==> src/rtl/core/chfxy_pkg.sv <==
// Shared types, constants and the arctangent table for the compass heading block.
`timescale 1ns / 1ps

package chfxy_pkg;

   // Field widths fixed by the sample and result formats
   localparam int READING_W = 16;
   localparam int HEADING_W = 9;

   // Internal fixed point: 8 guard bits on the vector, angle in 1/128 degree
   localparam int GUARD_BITS = 8;
   localparam int DEG_SHIFT  = 7;
   localparam int DEG_UNITS  = 1 << DEG_SHIFT;
   localparam int VEC_W      = READING_W + 1;            // holds the negated minimum
   localparam int CORE_W     = VEC_W + GUARD_BITS + 2;   // CORDIC gain headroom
   localparam int ANG_W      = 17;                       // about +/-360 degrees plus the sum
   localparam int ANG_TABLE_LEN = 24;

   localparam int HALF_TURN    = 180 * DEG_UNITS;
   localparam int QUARTER_TURN = 90 * DEG_UNITS;
   localparam int FULL_TURN    = 360 * DEG_UNITS;

   localparam int CORDIC_STAGES_DEFAULT = 16;

   // Queue between classifier and CORDIC pipeline
   localparam int QDEPTH = 2;
   localparam int QPTR_W = $clog2(QDEPTH);
   localparam int QCNT_W = $clog2(QDEPTH + 1);

   typedef struct packed {
      logic signed [READING_W-1:0] x_reading;
      logic signed [READING_W-1:0] y_reading;
   } chfxy_req_type;

   typedef struct packed {
      logic [HEADING_W-1:0] heading_degrees;
      logic                 zero_vector;
   } chfxy_rsp_type;

   // Classified sample: vector folded into the right half-plane plus start angle
   typedef struct packed {
      logic signed [VEC_W-1:0] x;
      logic signed [VEC_W-1:0] y;
      logic signed [ANG_W-1:0] z;
      logic                    zero;
   } chfxy_item_type;

   // atan(2^-i) in 1/128 degree, rounded to nearest
   function automatic logic signed [ANG_W-1:0] atan_entry(input int unsigned idx);
      logic signed [ANG_W-1:0] val;
      unique case (idx)
         0:       val = ANG_W'(5760);
         1:       val = ANG_W'(3400);
         2:       val = ANG_W'(1797);
         3:       val = ANG_W'(912);
         4:       val = ANG_W'(458);
         5:       val = ANG_W'(229);
         6:       val = ANG_W'(115);
         7:       val = ANG_W'(57);
         8:       val = ANG_W'(29);
         9:       val = ANG_W'(14);
         10:      val = ANG_W'(7);
         11:      val = ANG_W'(4);
         12:      val = ANG_W'(2);
         13:      val = ANG_W'(1);
         default: val = '0;
      endcase
      return val;
   endfunction

endpackage

==> src/rtl/core/chfxy_front.sv <==
// Front end: accept a sample, fold it into the right half-plane, pick the start angle.
`timescale 1ns / 1ps

module chfxy_front
   import chfxy_pkg::*;
(
   input  logic           clock,
   input  logic           reset,
   input  logic           req_valid,
   output logic           req_ready,
   input  chfxy_req_type  req_data,
   output logic           item_valid,
   input  logic           item_ready,
   output chfxy_item_type item_data
);

   logic           valid_ff, valid_in;
   chfxy_item_type item_ff, item_in;
   logic           take;
   logic signed [VEC_W-1:0] x_ext, y_ext;

   assign req_ready = !valid_ff || item_ready;
   assign take      = req_valid && req_ready;

   always_comb begin
      x_ext        = VEC_W'(req_data.x_reading);
      y_ext        = VEC_W'(req_data.y_reading);
      item_in.zero = (req_data.x_reading == '0) && (req_data.y_reading == '0);
      // Left half-plane: negate the vector, start at +/-180 by the sign of y
      if (req_data.x_reading[READING_W-1]) begin
         item_in.x = -x_ext;
         item_in.y = -y_ext;
         item_in.z = req_data.y_reading[READING_W-1] ? -ANG_W'(HALF_TURN) : ANG_W'(HALF_TURN);
      end else begin
         item_in.x = x_ext;
         item_in.y = y_ext;
         item_in.z = '0;
      end
      valid_in = take ? 1'b1 : (item_ready ? 1'b0 : valid_ff);
   end

   always_ff @(posedge clock) begin
      if (reset) begin
         valid_ff <= 1'b0;
      end else begin
         valid_ff <= valid_in;
      end
   end

   always_ff @(posedge clock) begin
      if (take) begin
         item_ff <= item_in;
      end
   end

   assign item_valid = valid_ff;
   assign item_data  = item_ff;

endmodule

==> src/rtl/core/chfxy_queue.sv <==
// Short FIFO that decouples the classifier from the CORDIC pipeline.
`timescale 1ns / 1ps

module chfxy_queue
   import chfxy_pkg::*;
(
   input  logic           clock,
   input  logic           reset,
   input  logic           push_valid,
   output logic           push_ready,
   input  chfxy_item_type push_data,
   output logic           pop_valid,
   input  logic           pop_ready,
   output chfxy_item_type pop_data
);

   chfxy_item_type    mem_ff [0:QDEPTH-1];
   logic [QPTR_W-1:0] wr_ptr_ff, wr_ptr_in;
   logic [QPTR_W-1:0] rd_ptr_ff, rd_ptr_in;
   logic [QCNT_W-1:0] count_ff, count_in;
   logic              push, pop;

   assign push_ready = (count_ff != QCNT_W'(QDEPTH));
   assign pop_valid  = (count_ff != '0);
   assign push       = push_valid && push_ready;
   assign pop        = pop_valid && pop_ready;
   assign pop_data   = mem_ff[rd_ptr_ff];

   always_comb begin
      wr_ptr_in = push ? wr_ptr_ff + QPTR_W'(1) : wr_ptr_ff;
      rd_ptr_in = pop  ? rd_ptr_ff + QPTR_W'(1) : rd_ptr_ff;
      count_in  = count_ff + QCNT_W'(push) - QCNT_W'(pop);
   end

   always_ff @(posedge clock) begin
      if (reset) begin
         wr_ptr_ff <= '0;
         rd_ptr_ff <= '0;
         count_ff  <= '0;
      end else begin
         wr_ptr_ff <= wr_ptr_in;
         rd_ptr_ff <= rd_ptr_in;
         count_ff  <= count_in;
      end
   end

   always_ff @(posedge clock) begin
      if (push) begin
         mem_ff[wr_ptr_ff] <= push_data;
      end
   end

endmodule

==> src/rtl/core/chfxy_back.sv <==
// Back end: pipelined CORDIC vectoring, angle wrap and the output register.
`timescale 1ns / 1ps

module chfxy_back
   import chfxy_pkg::*;
#(
   parameter int CORDIC_STAGES = CORDIC_STAGES_DEFAULT
) (
   input  logic           clock,
   input  logic           reset,
   input  logic           item_valid,
   output logic           item_ready,
   input  chfxy_item_type item_data,
   output logic           rsp_valid,
   input  logic           rsp_ready,
   output chfxy_rsp_type  rsp_data
);

   localparam int EXT_W = CORE_W - VEC_W - GUARD_BITS;

   logic signed [CORE_W-1:0] x_ff [0:CORDIC_STAGES];
   logic signed [CORE_W-1:0] y_ff [0:CORDIC_STAGES];
   logic signed [ANG_W-1:0]  z_ff [0:CORDIC_STAGES];
   logic                     zero_ff [0:CORDIC_STAGES];
   logic signed [CORE_W-1:0] x_in [1:CORDIC_STAGES];
   logic signed [CORE_W-1:0] y_in [1:CORDIC_STAGES];
   logic signed [ANG_W-1:0]  z_in [1:CORDIC_STAGES];
   logic [CORDIC_STAGES:0]   valid_ff, valid_in;

   logic                     rsp_valid_ff, rsp_valid_in;
   chfxy_rsp_type            rsp_data_ff, rsp_data_in;
   logic                     advance;
   logic signed [ANG_W-1:0]  z_off, z_wrap;

   // The whole pipe moves together; it halts only while the output beat waits
   assign advance    = !rsp_valid_ff || rsp_ready;
   assign item_ready = advance;

   always_comb begin
      valid_in     = {valid_ff[CORDIC_STAGES-1:0], item_valid};
      rsp_valid_in = advance ? valid_ff[CORDIC_STAGES] : rsp_valid_ff;
   end

   always_ff @(posedge clock) begin
      if (reset) begin
         valid_ff     <= '0;
         rsp_valid_ff <= 1'b0;
      end else begin
         if (advance) begin
            valid_ff <= valid_in;
         end
         rsp_valid_ff <= rsp_valid_in;
      end
   end

   // Load stage: scale by the guard bits
   always_ff @(posedge clock) begin
      if (advance) begin
         x_ff[0]    <= {{EXT_W{item_data.x[VEC_W-1]}}, item_data.x, {GUARD_BITS{1'b0}}};
         y_ff[0]    <= {{EXT_W{item_data.y[VEC_W-1]}}, item_data.y, {GUARD_BITS{1'b0}}};
         z_ff[0]    <= item_data.z;
         zero_ff[0] <= item_data.zero;
      end
   end

   for (genvar k = 0; k < CORDIC_STAGES; k++) begin : g_stage
      logic signed [CORE_W-1:0] xs, ys;
      logic signed [ANG_W-1:0]  ang;

      always_comb begin
         xs  = x_ff[k] >>> k;
         ys  = y_ff[k] >>> k;
         ang = atan_entry(k);
         // y >= 0: rotate clockwise and grow the angle
         if (!y_ff[k][CORE_W-1]) begin
            x_in[k+1] = x_ff[k] + ys;
            y_in[k+1] = y_ff[k] - xs;
            z_in[k+1] = z_ff[k] + ang;
         end else begin
            x_in[k+1] = x_ff[k] - ys;
            y_in[k+1] = y_ff[k] + xs;
            z_in[k+1] = z_ff[k] - ang;
         end
      end

      always_ff @(posedge clock) begin
         if (advance) begin
            x_ff[k+1]    <= x_in[k+1];
            y_ff[k+1]    <= y_in[k+1];
            z_ff[k+1]    <= z_in[k+1];
            zero_ff[k+1] <= zero_ff[k];
         end
      end
   end

   // Shift by a quarter turn, wrap into one turn, drop the fraction of a degree
   always_comb begin
      z_off = z_ff[CORDIC_STAGES] + ANG_W'(QUARTER_TURN);
      if (z_off[ANG_W-1]) begin
         z_wrap = z_off + ANG_W'(FULL_TURN);
      end else if (z_off >= ANG_W'(FULL_TURN)) begin
         z_wrap = z_off - ANG_W'(FULL_TURN);
      end else begin
         z_wrap = z_off;
      end
      rsp_data_in.zero_vector = zero_ff[CORDIC_STAGES];
      if (zero_ff[CORDIC_STAGES]) begin
         rsp_data_in.heading_degrees = '0;
      end else begin
         rsp_data_in.heading_degrees = z_wrap[DEG_SHIFT +: HEADING_W];
      end
   end

   always_ff @(posedge clock) begin
      if (advance) begin
         rsp_data_ff <= rsp_data_in;
      end
   end

   assign rsp_valid = rsp_valid_ff;
   assign rsp_data  = rsp_data_ff;

endmodule

==> src/rtl/core/compass_heading_from_xy.sv <==
// Top level of the compass heading block: classifier, queue and CORDIC pipeline.
`timescale 1ns / 1ps

// Channel   Ports                             Beat
// --------  --------------------------------  -----------------------------------
// request   req_valid  req_ready  req_data    x_reading, y_reading (signed 16 bit)
// response  rsp_valid  rsp_ready  rsp_data    heading_degrees (0..359), zero_vector
//
// One beat in and one beat out per cycle when rsp_ready stays high.
// Samples pass the front register, the queue, the load stage, one register per
// CORDIC rotation, and the wrap/output register.
// Reset clears the valid flags and the queue pointers; nothing has to be swept.
// A stall on rsp_ready freezes the CORDIC pipe; the two-entry queue and the
// front register keep taking samples until they fill.

module compass_heading_from_xy
   import chfxy_pkg::*;
#(
   parameter int CORDIC_STAGES = CORDIC_STAGES_DEFAULT
) (
   input  logic          clock,
   input  logic          reset,
   input  logic          req_valid,
   output logic          req_ready,
   input  chfxy_req_type req_data,
   output logic          rsp_valid,
   input  logic          rsp_ready,
   output chfxy_rsp_type rsp_data
);

   // Classified samples travel front -> queue -> back
   logic           front_valid, front_ready;
   chfxy_item_type front_data;
   logic           back_valid, back_ready;
   chfxy_item_type back_data;

   // Fold the vector and pick the start angle
   chfxy_front u_front (
      .clock      (clock),
      .reset      (reset),
      .req_valid  (req_valid),
      .req_ready  (req_ready),
      .req_data   (req_data),
      .item_valid (front_valid),
      .item_ready (front_ready),
      .item_data  (front_data)
   );

   // Absorb short stalls so the front can keep accepting
   chfxy_queue u_queue (
      .clock      (clock),
      .reset      (reset),
      .push_valid (front_valid),
      .push_ready (front_ready),
      .push_data  (front_data),
      .pop_valid  (back_valid),
      .pop_ready  (back_ready),
      .pop_data   (back_data)
   );

   // Rotate, accumulate the angle, wrap and hold the result beat
   chfxy_back #(
      .CORDIC_STAGES (CORDIC_STAGES)
   ) u_back (
      .clock      (clock),
      .reset      (reset),
      .item_valid (back_valid),
      .item_ready (back_ready),
      .item_data  (back_data),
      .rsp_valid  (rsp_valid),
      .rsp_ready  (rsp_ready),
      .rsp_data   (rsp_data)
   );

`ifndef SYNTHESIS
   // A zero vector always reports heading zero
   a_zero_heading: assert property (@(posedge clock) disable iff (reset)
      rsp_valid && rsp_data.zero_vector |-> rsp_data.heading_degrees == '0)
      else $error("zero vector with nonzero heading");

   // The wrap keeps every heading below a full turn
   a_heading_range: assert property (@(posedge clock) disable iff (reset)
      rsp_valid |-> rsp_data.heading_degrees < HEADING_W'(360))
      else $error("heading out of range");

   // Nothing is offered in the first cycle out of reset
   a_reset_idle: assert property (@(posedge clock)
      $past(reset) && !reset |-> !rsp_valid)
      else $error("response valid after reset");
`endif

endmodule
==> config.mk <==
export PLATFORM = sky130hd
export DESIGN_NAME = compass_heading_from_xy
export DESIGN_NICKNAME = d
export VERILOG_FILES = /design/src/rtl/core/chfxy_pkg.sv /design/src/rtl/core/chfxy_front.sv /design/src/rtl/core/chfxy_queue.sv /design/src/rtl/core/chfxy_back.sv /design/src/rtl/core/compass_heading_from_xy.sv
export SDC_FILE = /design/constraint.sdc
export NUM_CORES = 2
export LEC_CHECK = 0
export BUFFER_PORTS_ARGS = -buffer_cell sky130_fd_sc_hd__buf_2
export CAP_MARGIN = 0
export CORE_MARGIN = 5
export CORE_UTILIZATION = 30
export DETAILED_ROUTE_END_ITERATION = 8
export GPL_TIMING_DRIVEN = 0
export PLACE_DENSITY = 0.48
export SLEW_MARGIN = 40
export SYNTH_ARGS = -nofsm -noshare
export SYNTH_HDL_FRONTEND = slang
export SYNTH_SLANG_ARGS = --single-unit
==> constraint.sdc <==
create_clock -name clock -period 25.5 [get_ports clock]
set_clock_uncertainty 0.05 [all_clocks]
set_input_delay 0 -clock clock [delete_from_list [all_inputs] [get_ports clock]]
set_output_delay 0 -clock clock [all_outputs]
set_load 0.02 [all_outputs]
==> impl_metrics.tcl <==
set metrics [dict create \
    synthFlopType "edfxtp_1" \
    wire_per_inst_um 17.9 \
    rows 186 \
    cp_common_cell "a21oi_1" \
    status "finished, final reports clean" \
    core-area_mm2 0.256 \
    synthTopCellsByCount "edfxtp_1, ha_1, nor2_1" \
    startpoint_type "flip-flop" \
    synth_area_leaders "edfxtp_1, ha_1, xnor2_1, a21oi_1, xor2_1" \
    synth_fp_nets 8654 \
    vias_per_cell 5.06 \
    numClockSinks 1015 \
    crit_chain "clkbuf_1, clkbuf_1, a21oi_1, xor2_1, ha_1, a21o_1, a21oi_1, o21ai_1, a2111o_1, a311oi_1, o21bai_1, a21oi_1, o21ai_1, xor2_1" \
    yosysMostFrequentCell "edfxtp_1" \
    ys_warn_count 0 \
    synthMuxAreaShare_pct 1.25 \
    slew_violations 0 \
    synthDistinctLibCells 100 \
    drive_gt1_share_pct 4.92 \
    io_pins 48 \
    fmax_mhz 183 \
    dr.pass1.iters 5 \
    fin_util_pct 34.0 \
    synth_area_mm2 0.0770 \
    setup_viol 0 \
    die-area_mm2 0.267 \
    synthXorXnorAreaFrac_pct 12.3 \
    maxCapViolations 0 \
    fp.dieH_um 517 \
    ctsResizeCount 0 \
    clock_path_buffers 3 \
    clk_pin_slew_worst_paths_ns 0.06 \
    grt_max_degree 116 \
    insertion_delay_ns 0.77 \
    htree_levels 4 \
    dieWidth_um 517 \
    cts_tree "built" \
    avgSynthCellArea_um2 9.96 \
    track_usage_pct 15.0 \
    synthSimpleGateAreaFrac_pct 13.3 \
    synth_top_family_by_area "compound AO/OA/AOI/OAI gates" \
    cpLargestDelayFamily "compound AO/OA/AOI/OAI gates" \
    crit_fanout 10 \
    filler_cell_count 25721 \
    grt_pass1_wl_um 322000 \
    drtAntennaViolNets 0 \
    synthAdderAreaFrac_pct 14.6 \
    antenna_found_initial 2 \
    numCtsBuffers 130 \
    critPathRequiredTime_ns 25.94 \
    hold_viol 0 \
    drc_errors 0 \
    hold_path_class "in -> reg" \
    cts_root_buf "clkbuf_16" \
    worst_setup_path_end_kind "flip-flop" \
    io_buffers 47 \
    ys_async_sr_fraction_pct 0 \
    post-route-period-util_pct 21.4 \
    path_buf_inv 2 \
    finalCriticalPeriod_ns 5.46 \
    synth-compound-area-share_pct 16.9 \
    routed_wl_um 205000 \
    critPathSlowestCell "edfxtp_1" \
    worst_pin_slew_ns 0.851 \
    ys_ff_latch 1015 \
    synth_edf_count 991 \
    crit_type "reg -> reg" \
    vias 58231 \
    syn_inst 7736 \
    final_nets 8933 \
    grt_overflow 0 \
    start_util_pct 30.1 \
    synth-seq-area-share_pct 39.3 \
    worstPathArrival_ns 5.90 \
    rsz0062_at_grt "false" \
    drt_iter0_markers 3547 \
    grt_pass1_vias 57264 \
    dp_hpwl_um 164000 \
    synth_area_leader_cell "edfxtp_1" \
    maxSlewHeadroom_pct 43.2 \
    setup_tns_ns 0 \
    syn_to_final_growth_pct 13.1 \
    max_stage_delay_ns 0.76 \
    gp_congestion 0.866 \
    synth_top_area_share_pct 38.6 \
]
kinds of logic after synthesis:
family,Yosys count
adder cells (fa/ha/maj),882
flip-flops,1015
XOR/XNOR,1082
buffers and inverters,485
multiplexers,87
AND/OR/NAND/NOR,2143
AO/OA/AOI/OAI,2041
other,1
state kept, by name, indices dropped and copies added (netlist names), 2 cells and up, named ones only:
| name | cells |
|---|---|
| u_back.x_ff | 307 |
| u_front.item_data | 38 |
| u_back.zero_ff | 17 |
| u_back.valid_ff | 17 |
| u_queue.count_ff | 2 |
| u_queue.mem_ff | 76 |
| u_back.y_ff | 316 |
| u_back.rsp_data | 10 |
| u_back.z_ff | 227 |
cell usage in the layout, fill, tap and decap left out, types with 24 or more instances in the layout:
cell           count
o21ai_1          108
o21ai_0          211
o211ai_1          33
nand3_1          114
xnor2_1          710
or2_2             25
ha_1             852
o21bai_1          74
nor2b_1          113
o41ai_1           30
nor3_1           248
clkbuf_1         114
mux2_2            62
fa_1              30
and3_1            76
nor2_1           749
or3_1             70
a21oi_1          719
and2_1            52
dlygate4sd3_1     82
dfxtp_1           24
nand4_1           44
edfxtp_1         991
a211oi_1          69
clkbuf_16        132
nand2_1          405
nand2b_1          92
inv_1            366
a21o_1           270
buf_2             49
o31ai_1           41
a31oi_1          105
o21a_1           127
xor2_1           371
nor4_1            57
area by class of cell:
class	instances	area (um2)	area share, %
well taps	3384	4230	4.86
diodes	1	2.50	0.00287
repair buffers	147	1450	1.67
inverters	373	1400	1.61
multi-input cells	6236	45100	51.7
flip-flops and latches	1015	30200	34.7
clock inverters	73	856	0.983
plain buffers	112	459	0.527
clock buffers	157	3400	3.90
routing by layer:
layer  GRT usage, %  up-vias  routed length, um
li1               -    29091                  -
met1           19.4    27847              92900
met2           26.3     1003              99100
met3           1.80      290               6830
met4           4.57        0               6430
met5              0        -                  0
metrics by stage:
stage / cells / area (um2) / setup slack, ns / hold WS (ns)
final: 11498 / 87100 / 20.04 / 0.125
after global routing: 11498 / 87100 / 19.63 / 0.0857
after CTS: 11496 / 87100 / 19.88 / 0.0203
after detailed placement: 11184 / 82000 / 19.95 / 0.167
after global placement: 11167 / 81500 / -6.95 / 0.169
after floorplan: 7736 / 77000 / 2.28 / 0.0191
what timing repair did:
item,4_1_cts,5_1_grt
setup buffers,0,0
setup endpoints to repair,0,0
endpoints found under the hold margin,99,0
hold buffers,82,0
path summary, 6_finish.rpt:
path	startpoint	to	slack, ns	cells past startpoint
worst max register to register	u_back.y_ff[0][107]	u_back.y_ff[0][134]	20.04	14
worst min-delay path	req_data[14]	u_front.item_data[32]	0.13	3
worst min register to register	u_back.zero_ff[4][1]	u_back.zero_ff[5][0]	0.35	0
worst max-delay path	u_back.y_ff[0][107]	u_back.y_ff[0][134]	20.04	14
tightest hold or removal path: stages:
cell	delay, ns
dlygate4sd3_1	0.53
buf_2	0.13
xnor2_1	0.15
Power is not shown: default switching activity piles up to over one toggle a cycle in this logic, so the estimate is an artifact.
